==> src/hw/rtl/bce_pkg.sv <==
`default_nettype none

package bce_pkg;

    localparam int BUTTONS   = 87;
    localparam int ENCODERS  = 7;
    localparam int LANES     = 8;
    localparam int ENC_LANES = 4;
    localparam int ROWS      = 11;
    localparam int LANE_W    = $clog2(LANES);
    localparam int ROW_W     = $clog2(ROWS);
    localparam int ID_W      = 7;

    localparam logic [7:0] DEAD_RESET = 8'd20;

    // frame positions
    localparam logic [3:0] REG_BTN_LAST = 4'd8;
    localparam logic [3:0] REG_ENC_LO   = 4'd9;
    localparam logic [3:0] REG_ENC_HI   = 4'd10;
    localparam logic [3:0] REG_BTN_TOP  = 4'd11;
    localparam logic [3:0] REG_BTN_HI   = 4'd12;

    // storage rows for the two bytes that sit after the encoder bytes
    localparam logic [ROW_W-1:0] ROW_HI  = ROW_W'(9);
    localparam logic [ROW_W-1:0] ROW_TOP = ROW_W'(10);

    localparam logic [ID_W-1:0] ID_HI  = ID_W'(72);
    localparam logic [ID_W-1:0] ID_TOP = ID_W'(80);

    localparam int ENC_HI_BASE = 4;

    localparam logic CFG_DEAD_SCANS = 1'b0;

    typedef enum logic [1:0] {
        PH_WAIT_PRESS = 2'd0,
        PH_PRESS_DEAD = 2'd1,
        PH_WAIT_REL   = 2'd2,
        PH_REL_DEAD   = 2'd3
    } t_phase;

    typedef enum logic [1:0] {
        EV_PRESS   = 2'd0,
        EV_RELEASE = 2'd1,
        EV_DETENT  = 2'd2
    } t_kind;

    localparam logic signed [1:0] STEP_NONE = 2'sd0;
    localparam logic signed [1:0] STEP_UP   = 2'sd1;
    localparam logic signed [1:0] STEP_DOWN = -2'sd1;

    typedef struct packed {
        t_kind                  kind;
        logic [ID_W-1:0]        id;
        logic signed [1:0]      step;
    } t_event;

endpackage

`default_nettype wire

==> src/hw/rtl/bce_btn_lane.sv <==
`default_nettype none

module bce_btn_lane (
    input  bce_pkg::t_phase             i_phase,
    input  logic [7:0]                  i_count,
    input  logic                        i_raw,
    input  logic                        i_en,
    input  logic [7:0]                  i_dead,
    input  logic [bce_pkg::ID_W-1:0]    i_id,
    output bce_pkg::t_phase             o_phase,
    output logic [7:0]                  o_count,
    output logic                        o_fire,
    output bce_pkg::t_event             o_event
);
    import bce_pkg::*;

    logic [7:0] w_dec;

    assign w_dec = i_count - 8'd1;

    always_comb begin
        o_phase       = i_phase;
        o_count       = i_count;
        o_fire        = 1'b0;
        o_event.kind  = EV_PRESS;
        o_event.id    = i_id;
        o_event.step  = STEP_NONE;
        if (i_en) begin
            unique case (i_phase)
                PH_WAIT_PRESS: begin
                    if (!i_raw) begin
                        o_count = i_dead;
                        o_phase = PH_PRESS_DEAD;
                        o_fire  = 1'b1;
                    end
                end
                PH_PRESS_DEAD: begin
                    o_count = w_dec;
                    if (w_dec == 8'd0) o_phase = PH_WAIT_REL;
                end
                PH_WAIT_REL: begin
                    if (i_raw) begin
                        o_count      = i_dead;
                        o_phase      = PH_REL_DEAD;
                        o_fire       = 1'b1;
                        o_event.kind = EV_RELEASE;
                    end
                end
                PH_REL_DEAD: begin
                    o_count = w_dec;
                    if (w_dec == 8'd0) o_phase = PH_WAIT_PRESS;
                end
            endcase
        end
    end

endmodule

`default_nettype wire

==> src/hw/rtl/bce_enc_lane.sv <==
`default_nettype none

module bce_enc_lane (
    input  logic [1:0]                  i_code,
    input  logic                        i_half,
    input  logic [1:0]                  i_pair,
    input  logic                        i_en,
    input  logic [bce_pkg::ID_W-1:0]    i_id,
    output logic [1:0]                  o_code,
    output logic                        o_half,
    output logic                        o_fire,
    output bce_pkg::t_event             o_event
);
    import bce_pkg::*;

    logic [1:0] w_code;
    logic [1:0] w_diff;

    // Gray pair to position code
    assign w_code = {i_pair[1], i_pair[1] ^ i_pair[0]};
    assign w_diff = i_code - w_code;

    always_comb begin
        o_code        = i_code;
        o_half        = i_half;
        o_fire        = 1'b0;
        o_event.kind  = EV_DETENT;
        o_event.id    = i_id;
        o_event.step  = STEP_UP;
        if (i_en && w_diff[0]) begin
            o_code = w_code;
            o_half = !i_half;
            if (w_diff == 2'd3) begin
                o_fire = i_half;
            end else begin
                o_fire       = !i_half;
                o_event.step = STEP_DOWN;
            end
        end
    end

endmodule

`default_nettype wire

==> src/hw/rtl/bce_merge.sv <==
`default_nettype none

module bce_merge (
    input  logic                i_clk,
    input  logic                i_rst_n,
    input  logic                i_valid,
    output logic                o_ready,
    input  logic [bce_pkg::LANES-1:0] i_fire,
    input  bce_pkg::t_event     i_ev [bce_pkg::LANES],
    output logic                o_valid,
    input  logic                i_ready,
    output bce_pkg::t_event     o_ev,
    output logic                o_last
);
    import bce_pkg::*;

    logic [LANES-1:0]   r_pend;
    t_event             r_slot [LANES];
    logic               r_ovalid;
    t_event             r_oev;
    logic               r_olast;

    logic [LANES-1:0]   w_pick;
    logic [LANE_W-1:0]  w_idx;
    logic               w_olast;
    logic               w_load;
    logic               w_accept;

    assign w_pick  = r_pend & (~r_pend + LANES'(1));
    assign w_olast = (r_pend & ~w_pick) == '0;
    assign w_load  = (r_pend != '0) && (!r_ovalid || i_ready);
    assign o_ready = (r_pend == '0) || (w_load && w_olast);
    assign w_accept = i_valid && o_ready;

    always_comb begin
        w_idx = '0;
        for (int i = 0; i < LANES; i++) begin
            if (w_pick[i]) w_idx = LANE_W'(i);
        end
    end

    always_ff @(posedge i_clk) begin
        if (!i_rst_n) begin
            r_pend   <= '0;
            r_ovalid <= 1'b0;
        end else begin
            if (w_load) r_ovalid <= 1'b1;
            else if (i_ready) r_ovalid <= 1'b0;
            if (w_accept) r_pend <= i_fire;
            else if (w_load) r_pend <= r_pend & ~w_pick;
        end
    end

    always_ff @(posedge i_clk) begin
        if (w_load) begin
            r_oev   <= r_slot[w_idx];
            r_olast <= w_olast;
        end
        if (w_accept) r_slot <= i_ev;
    end

    assign o_valid = r_ovalid;
    assign o_ev    = r_oev;
    assign o_last  = r_olast;

    a_accept_drained: assert property (@(posedge i_clk) disable iff (!i_rst_n)
        w_accept |-> (r_pend == '0 || $onehot(r_pend)))
        else $error("byte taken while events still queued");

    a_more_queued: assert property (@(posedge i_clk) disable iff (!i_rst_n)
        r_ovalid && !r_olast |-> r_pend != '0)
        else $error("non-final word with nothing behind it");

    a_final_empties: assert property (@(posedge i_clk) disable iff (!i_rst_n)
        w_load && w_olast && !w_accept |=> r_pend == '0)
        else $error("queue not empty after final word");

endmodule

`default_nettype wire

==> src/hw/rtl/button_encoder_scan_decoder.sv <==
// Flow: the first event word of a byte moves from the slot registers to the output
// register when free; a new byte is taken as the last word loads. All lanes of a
// byte update in the accept cycle; the queue drains one word per cycle unless held.
// Reset: synchronous, active low; all debouncers, encoder states and the queue clear
// at once, dead time returns to 20 scans. No clearing pass.
`default_nettype none

module button_encoder_scan_decoder (
    input  logic        i_clk,
    input  logic        i_rst_n,
    input  logic        s_axis_tvalid,
    output logic        s_axis_tready,
    input  logic [7:0]  s_axis_tdata,   // [7:0] reg_byte
    input  logic [3:0]  s_axis_tuser,   // [3:0] reg_index
    output logic        m_axis_tvalid,
    input  logic        m_axis_tready,
    output logic [15:0] m_axis_tdata,   // [6:0] source_id, [8:7] step, rest zero
    output logic [1:0]  m_axis_tuser,   // [1:0] event_kind
    output logic        m_axis_tlast,
    input  logic        psel,
    input  logic        penable,
    input  logic        pwrite,
    input  logic [2:0]  paddr,
    input  logic [31:0] pwdata,
    output logic [31:0] prdata,
    output logic        pready
);
    import bce_pkg::*;

    logic [7:0]     r_dead;
    t_phase         r_phase [ROWS][LANES];
    logic [7:0]     r_count [ROWS][LANES];
    logic [1:0]     r_code  [ENCODERS];
    logic           r_half  [ENCODERS];

    logic               w_accept;
    logic               w_btn_en;
    logic [ROW_W-1:0]   w_row;
    logic [ID_W-1:0]    w_base;
    logic               w_enc_lo;
    logic               w_enc_hi;

    t_phase             w_bph_n  [LANES];
    logic [7:0]         w_bcnt_n [LANES];
    logic [LANES-1:0]   w_bfire;
    t_event             w_bev    [LANES];

    logic [1:0]         w_ecode_n [ENC_LANES];
    logic               w_ehalf_n [ENC_LANES];
    logic [ENC_LANES-1:0] w_efire;
    t_event             w_eev     [ENC_LANES];

    logic [LANES-1:0]   w_fire;
    t_event             w_ev [LANES];
    t_event             w_out;

    // configuration
    assign pready = 1'b1;
    assign prdata = (paddr[2] == CFG_DEAD_SCANS) ? {24'd0, r_dead} : 32'd0;

    always_ff @(posedge i_clk) begin
        if (!i_rst_n) begin
            r_dead <= DEAD_RESET;
        end else if (psel && penable && pwrite && pready && paddr[2] == CFG_DEAD_SCANS) begin
            r_dead <= pwdata[7:0];
        end
    end

    // row decode
    always_comb begin
        w_btn_en = 1'b1;
        w_row    = '0;
        w_base   = '0;
        if (s_axis_tuser <= REG_BTN_LAST) begin
            w_row  = ROW_W'(s_axis_tuser);
            w_base = {s_axis_tuser[3:0], 3'b000};
        end else if (s_axis_tuser == REG_BTN_HI) begin
            w_row  = ROW_HI;
            w_base = ID_HI;
        end else if (s_axis_tuser == REG_BTN_TOP) begin
            w_row  = ROW_TOP;
            w_base = ID_TOP;
        end else begin
            w_btn_en = 1'b0;
        end
    end

    assign w_enc_lo = s_axis_tuser == REG_ENC_LO;
    assign w_enc_hi = s_axis_tuser == REG_ENC_HI;

    for (genvar k = 0; k < LANES; k++) begin : g_btn
        logic w_en;
        // byte 11 has only seven buttons
        assign w_en = w_btn_en && !(k == LANES - 1 && s_axis_tuser == REG_BTN_TOP);

        bce_btn_lane u_lane (
            .i_phase (r_phase[w_row][k]),
            .i_count (r_count[w_row][k]),
            .i_raw   (s_axis_tdata[k]),
            .i_en    (w_en),
            .i_dead  (r_dead),
            .i_id    (w_base + ID_W'(k)),
            .o_phase (w_bph_n[k]),
            .o_count (w_bcnt_n[k]),
            .o_fire  (w_bfire[k]),
            .o_event (w_bev[k])
        );
    end

    for (genvar k = 0; k < ENC_LANES; k++) begin : g_enc
        localparam bit HAS_HI = (ENC_HI_BASE + k) < ENCODERS;
        localparam int HI_IDX = HAS_HI ? ENC_HI_BASE + k : k;
        logic w_sel_hi;
        logic w_en;

        assign w_sel_hi = HAS_HI && w_enc_hi;
        assign w_en     = w_enc_lo || w_sel_hi;

        bce_enc_lane u_lane (
            .i_code  (w_sel_hi ? r_code[HI_IDX] : r_code[k]),
            .i_half  (w_sel_hi ? r_half[HI_IDX] : r_half[k]),
            .i_pair  (s_axis_tdata[2*k +: 2]),
            .i_en    (w_en),
            .i_id    (w_sel_hi ? ID_W'(HI_IDX) : ID_W'(k)),
            .o_code  (w_ecode_n[k]),
            .o_half  (w_ehalf_n[k]),
            .o_fire  (w_efire[k]),
            .o_event (w_eev[k])
        );

        always_ff @(posedge i_clk) begin
            if (!i_rst_n) begin
                r_code[k] <= 2'd0;
                r_half[k] <= 1'b0;
            end else if (w_accept && w_enc_lo) begin
                r_code[k] <= w_ecode_n[k];
                r_half[k] <= w_ehalf_n[k];
            end
        end

        if (HAS_HI) begin : g_hi
            always_ff @(posedge i_clk) begin
                if (!i_rst_n) begin
                    r_code[HI_IDX] <= 2'd0;
                    r_half[HI_IDX] <= 1'b0;
                end else if (w_accept && w_enc_hi) begin
                    r_code[HI_IDX] <= w_ecode_n[k];
                    r_half[HI_IDX] <= w_ehalf_n[k];
                end
            end
        end
    end

    always_ff @(posedge i_clk) begin
        if (!i_rst_n) begin
            for (int r = 0; r < ROWS; r++) begin
                for (int k = 0; k < LANES; k++) begin
                    r_phase[r][k] <= PH_WAIT_PRESS;
                    r_count[r][k] <= 8'd0;
                end
            end
        end else if (w_accept && w_btn_en) begin
            for (int k = 0; k < LANES; k++) begin
                r_phase[w_row][k] <= w_bph_n[k];
                r_count[w_row][k] <= w_bcnt_n[k];
            end
        end
    end

    // one slot per button bit or encoder pair; a byte is either buttons or encoders
    always_comb begin
        for (int k = 0; k < LANES; k++) begin
            w_fire[k] = w_bfire[k];
            w_ev[k]   = w_bev[k];
        end
        for (int k = 0; k < ENC_LANES; k++) begin
            if (!w_btn_en) begin
                w_fire[k] = w_efire[k];
                w_ev[k]   = w_eev[k];
            end
        end
    end

    bce_merge u_merge (
        .i_clk   (i_clk),
        .i_rst_n (i_rst_n),
        .i_valid (s_axis_tvalid),
        .o_ready (s_axis_tready),
        .i_fire  (w_fire),
        .i_ev    (w_ev),
        .o_valid (m_axis_tvalid),
        .i_ready (m_axis_tready),
        .o_ev    (w_out),
        .o_last  (m_axis_tlast)
    );

    assign w_accept     = s_axis_tvalid && s_axis_tready;
    assign m_axis_tdata = {7'd0, w_out.step, w_out.id};
    assign m_axis_tuser = w_out.kind;

endmodule

`default_nettype wire

==> config.mk <==
export PLATFORM = sky130hd
export DESIGN_NAME = button_encoder_scan_decoder
export DESIGN_NICKNAME = d
export VERILOG_FILES = /design/src/hw/rtl/bce_pkg.sv /design/src/hw/rtl/bce_btn_lane.sv /design/src/hw/rtl/bce_enc_lane.sv /design/src/hw/rtl/bce_merge.sv /design/src/hw/rtl/button_encoder_scan_decoder.sv
export SDC_FILE = /design/constraint.sdc
export NUM_CORES = 2
export LEC_CHECK = 0
export BUFFER_PORTS_ARGS = -buffer_cell sky130_fd_sc_hd__buf_2
export CAP_MARGIN = 25
export CORE_ASPECT_RATIO = 1.75
export CORE_MARGIN = 2
export CORE_UTILIZATION = 62
export DETAILED_ROUTE_END_ITERATION = 10
export GPL_ROUTABILITY_DRIVEN = 0
export HOLD_SLACK_MARGIN = 0.08
export PLACE_DENSITY = 0.76
export SYNTH_ARGS = -nofsm -noshare
export SYNTH_HDL_FRONTEND = slang
export SYNTH_HIERARCHICAL = 1
export SYNTH_SLANG_ARGS = --single-unit
==> constraint.sdc <==
create_clock -name i_clk -period 12.4 [get_ports i_clk]
set_clock_uncertainty 0.1 [all_clocks]
set_input_delay 2.48 -clock i_clk [delete_from_list [all_inputs] [get_ports i_clk]]
set_output_delay 2.48 -clock i_clk [all_outputs]
set_load 0.05 [all_outputs]
# After elaboration in Yosys (flattened, before gate mapping)
# Memory sizes are Yosys's and may differ from the RTL's.
# Index checks and enable logic that the tools add are counted.
[totals]
register_bits = 109
ramBits = 901
input_bits = 54
output_inout_bits = 54
word_cells = 398
n_memories = 4
[op_classes]
add_sub_neg = 20
order_cmp = 2
eq_ne = 32
mux = 211
n_bitwise = 28
n_reduce_logical = 66
[mem_list]
columns = ["memory", "words", "width", "read_ports", "rd_clocked_by_memory_dff", "wr", "line", "text"]
rows = [
  ["r_count", 11, 64, 1, 0, 11, "button_encoder_scan_decoder.sv:32", "logic [7:0] r_count [ROWS][LANES];"],
  ["r_phase", 11, 16, 1, 0, 11, "button_encoder_scan_decoder.sv:31", "t_phase r_phase [ROWS][LANES];"],
  ["r_code", 7, 2, 7, 0, 7, "button_encoder_scan_decoder.sv:33", "logic [1:0] r_code [ENCODERS];"],
  ["r_half", 7, 1, 7, 0, 7, "button_encoder_scan_decoder.sv:34", "logic r_half [ENCODERS];"],
]
[op_table]
columns = ["operator", "n"]
rows = [
  ["two-way mux 8 bit", 27],
  ["one-hot mux 8 bit (3 select lines)", 8],
  ["two-way mux 2 bit", 64],
  ["zero test 8 bit", 10],
  ["two-way mux 1 bit", 73],
  ["two-way mux 64 bit", 1],
  ["one-hot mux 2 bit (4 select lines)", 8],
  ["OR reduction 64 bit", 1],
  ["subtractor 8 x 1 -> 8 bit, second input constant", 8],
  ["equality test 2 bit, second input constant", 20],
  ["binary-select mux 11 bit (select 3 bit)", 1],
  ["adder 7 x 3 -> 7 bit, second input constant", 4],
  ["two-way mux 9 bit", 3],
  ["OR reduction 2 bit", 12],
  ["two-way mux 11 bit", 2],
  ["two-way mux 3 bit", 7],
  ["two-way mux 7 bit", 3],
  ["two-way mux 4 bit", 5],
  ["AND 8 bit", 2],
  ["equality test 2 x 1 -> 1 bit, second input constant", 8],
  ["equality test 4 bit, second input constant", 4],
  ["zero test 2 bit", 8],
  ["two-way mux 16 bit", 1],
  ["inverter 8 bit", 2],
  ["other kinds (18)", 77],
]

# Logic depth before layout (Yosys ltp)
[depth]
word_depth = 15
depth_mapped = 18
ltp_nobuf = 15

# Hierarchy
# Netlist, hierarchy kept.
[modules_own_cells]
columns = ["mod", "n_inst", "cells_each", "area_per_inst_um2", "seq_area_each_um2"]
rows = [
  ["button_encoder_scan_decoder", 1, 3479, 42597.1, 27286.2],
  ["bce_merge", 1, 335, 4611.9, 3183.1],
  ["bce_btn_lane at g_btn[0].u_lane ...", 4, 79, 513.0, 0.0],
  ["bce_btn_lane at g_btn[5].u_lane ...", 3, 82, 519.2, 0.0],
  ["bce_enc_lane", 4, 26, 192.7, 0.0],
  ["bce_btn_lane at g_btn[2].u_lane", 1, 78, 525.5, 0.0],
]

# Worst setup path after synthesis
# OpenSTA, ideal clock, no wires.
[synth_path]
path_type = "input to register"
from = "input m_axis_tready"
to = "memory r_count[1][0] (netlist name), enable pin"
setup_ps = 629
t_arrival_ps = 9801
required_ps = 11671
setup_slack_ps = 1870
cell_stages = 10
n_path_buf = 2
path_cell_list = "nor2b_1 -> clkbuf_1 -> nand2b_1 -> nor2_1 -> a2bb2oi_1 -> inv_1 -> and3_1 -> clkbuf_1 -> nand2_1 -> o21ai_0"
[synth_lines]
columns = ["item", "line", "text"]
rows = [
  ["from (decl)", "button_encoder_scan_decoder.sv:16", "input logic m_axis_tready,"],
  ["to (decl)", "button_encoder_scan_decoder.sv:32", ""],
]

==> flow_metrics.env <==
export IMPL_status="complete, but fails checks"
export IMPL_violations="DRC"
export IMPL_crit_family="buffers and inverters"
export IMPL_synth_edf_count=1002
export IMPL_async_flop_share=0
export IMPL_synth_top_cell_area_share=0.577
export IMPL_htreeDepth=3
export IMPL_num_rows=140
export IMPL_yosys_warnings=6
export IMPL_critPathRequiredTime_ns=12.87
export IMPL_cts_root_buf="clkbuf_16"
export IMPL_ys_seq_area_frac=0.585
export IMPL_drt_iter0_drc=4572
export IMPL_postCtsHoldBufs=0
export IMPL_critPathKind="in -> reg"
export IMPL_die_h_um=388
export IMPL_synth_most_common_cell="edfxtp_1"
export IMPL_nNetsFinal=4389
export IMPL_ys_flop_type="edfxtp_1"
export IMPL_insertion_delay_ns=0.72
export IMPL_drive_gt1_frac=0.0966
export IMPL_leakagePower_nw=21.2
export IMPL_grt_total_usage=0.332
export IMPL_finalCritPeriodShare=0.635
export IMPL_syn2layout_area_growth_pct=5.68
export IMPL_path_max_fanout=155
export IMPL_grt_pass1_wl_um=215000
export IMPL_chipWidth_um=223
export IMPL_fmax_ghz=0.127
export IMPL_final_max_slew_violation_count=0
export IMPL_max_stage_delay_ns=0.78
export IMPL_detail_route_antenna_nets=0
export IMPL_hold_class="reg -> reg"
export IMPL_cts_resized_gates=0
export IMPL_cts_tree="yes"
export IMPL_grt_pass1_vias=35963
export IMPL_die_area_um2=86500
export IMPL_hold_viol_final=0
export IMPL_synth_area_leader_cell="edfxtp_1"
export IMPL_ctsLongestPathBuffers=3
export IMPL_grt_max_degree=156
export IMPL_crit_path_end_kind="flip-flop"
export IMPL_post_dp_hpwl_um=75900
export IMPL_synth_cell_types=88
export IMPL_numCtsBuffers=89
export IMPL_nFillCells=6097
export IMPL_cts_sinks=1021
export IMPL_start_kind="input port"
export IMPL_antenna_found_initial=0
export IMPL_avgSynthCellArea_um2=11.4
export IMPL_pin_count=108
export IMPL_port_buffers=49
export IMPL_routed_wl_um=145000
export IMPL_clkTransAtPathRegs_ns=0.07
export IMPL_tns_ns=0
export IMPL_finish_utilization=0.662
export IMPL_path_buf_inv=4
export IMPL_synth_seq_cells=1021
export IMPL_rsz0062_at_grt="false"
export IMPL_ir_worst_vdd_uv=104
export IMPL_post_drt_via_cell_ratio=6.69
export IMPL_post_drt_wl_per_cell_um=26.7
export IMPL_core_area_um2=83200
export IMPL_cap_violations=0
export IMPL_synth_common_cells="edfxtp_1 (1002), and2_1 (744), clkbuf_1 (315)"
export IMPL_relSlewSlack=0.203
export IMPL_cellPowerDensity_nw_per_um2=146
export IMPL_setup_viol=0
export IMPL_vias=36480
export IMPL_mappedNetlistArea_um2=52100
export IMPL_gr_total_overflow=0
export IMPL_initial_core_util=0.626
export IMPL_critPathSlowestCell="buf_4"
export IMPL_synthTopCellsByArea="edfxtp_1 (58%), and2_1 (8.9%), nand3_1 (2.5%), buf_4 (2.3%), clkbuf_1 (2.3%)"
export IMPL_crit_chain="buf_2, and4bb_4, a21oi_4, buf_12, buf_4, a21oi_1, a221oi_1, or3_1, inv_1, ha_1, xor2_1, nor4b_2, and3_1, nand3_1, xnor2_1, and3_1"
export IMPL_post_cts_setup_buffer_count=0
export IMPL_tightest_slew_ns=1.19
export IMPL_first_pass_iters=11
export IMPL_antenna_cells=0
export IMPL_drc=2
export IMPL_worstPathArrival_ns=8.34
export IMPL_synth_cells=4558
export IMPL_critPathMostFrequentCell="and3_1"
export IMPL_finalCriticalPeriod_ns=7.88
-- per-layer routing --
| layer | share of wire | global-route usage | vias up | wire length, um |
|---|---|---|---|---|
| li1 | - | - | 15885 | - |
| met1 | 0.35 | 0.395 | 17986 | 50300 |
| met2 | 0.50 | 0.576 | 2140 | 72500 |
| met3 | 0.10 | 0.0564 | 469 | 14700 |
| met4 | 0.054 | 0.180 | 0 | 7870 |
| met5 | 0 | 0 | - | 0 |
-- kinds of logic (layout without fill, tap and decap cells) --
family                   count (synthesis)  count (layout)  share of synthesized area
AO/OA/AOI/OAI                          866             866                      0.114
XOR/XNOR                                61              61                     0.0114
adder cells (fa/ha/maj)                 21              21                    0.00499
buffers and inverters                  649             377                     0.0609
flip-flops                            1021            1021                      0.585
multiplexers                           134             134                     0.0289
other                                   18             120                    0.00130
AND/OR/NAND/NOR                       1788            1788                      0.194
-- final cells by class --
cell class / instances / area [um2] / area share
sequential: 1021 / 30500 / 0.553
multi-input combinational: 2990 / 19100 / 0.346
clock buffer: 117 / 2420 / 0.0440
tap: 1065 / 1330 / 0.0242
timing repair buffer: 131 / 1020 / 0.0186
clock inverter: 47 / 425 / 0.00772
inverter: 82 / 318 / 0.00577
-- final timing paths --
kind	from	to	slack, ns	depth (start not counted)
setup reg to reg	u_merge/r_pend[2]	r_phase[8][12]	6.99	10
hold / removal	r_half[6]	r_half[6]	0.38	2
setup / recovery	s_axis_tuser[1]	r_phase[8][15]	4.52	16
hold reg to reg	r_half[6]	r_half[6]	0.38	2
-- per-stage QoR --
| stage | area (um2) | total power, mW | setup WS (ns) | cells | hold slack, ns |
|---|---|---|---|---|---|
| floorplan | 52500 | 5.02 | 1.87 | 4660 | 0.346 |
| global placement | 52100 | 5.28 | 4.04 | 5281 | 0.360 |
| detailed placement | 52100 | 5.32 | 3.94 | 5284 | 0.368 |
| CTS | 55000 | 8.05 | 4.70 | 5448 | 0.381 |
| global route | 55100 | 8.29 | 4.30 | 5453 | 0.426 |
| finish | 55100 | 8.06 | 4.52 | 5453 | 0.379 |
-- cell usage in the layout, fill, tap and decap left out, drive strengths merged, types with 6 or more instances in the layout --
cell     instances
a222oi          69
clkbuf         117
mux2            84
nor2            99
a31oi           21
a221oi          73
o21a             8
and3           187
a2111oi         11
o221a            8
nand3          265
and2           744
o22a             9
o22ai           48
a22oi           22
conb           120
inv             84
dfxtp           19
a211oi          27
a22o             6
xor2            18
clkinv          36
or3             82
ha              20
xnor2           43
o21ai          159
bufinv           6
nand2          311
nor2b           15
a21o            78
mux2i           48
nand2b          20
edfxtp        1002
nor3b            8
buf            131
nor3            20
a21boi           7
a221o           13
a21oi          199
o211ai          85
-- state kept, by name, summed over array words and instances (netlist names) --
register	cells
u_merge/o_valid	1
r_dead	8
r_half	7
r_code	14
r_count	706
u_merge/o_ev	11
u_merge/r_slot	88
u_merge/r_pend	8
u_merge/o_last	1
r_phase	177
-- power breakdown --
group	switching (mW)	total (mW)	internal [mW]
sequential	0.0557	4.03	3.97
clock	1.27	2.78	1.51
combinational	0.904	1.25	0.349
total	2.23	8.06	5.83
-- worst min-delay path: stages, from the launching register on --
cell	delay, ns
dfxtp_1	0.30
inv_1	0.05
o21ai_0	0.08
(Power assumes the default switching activity.)
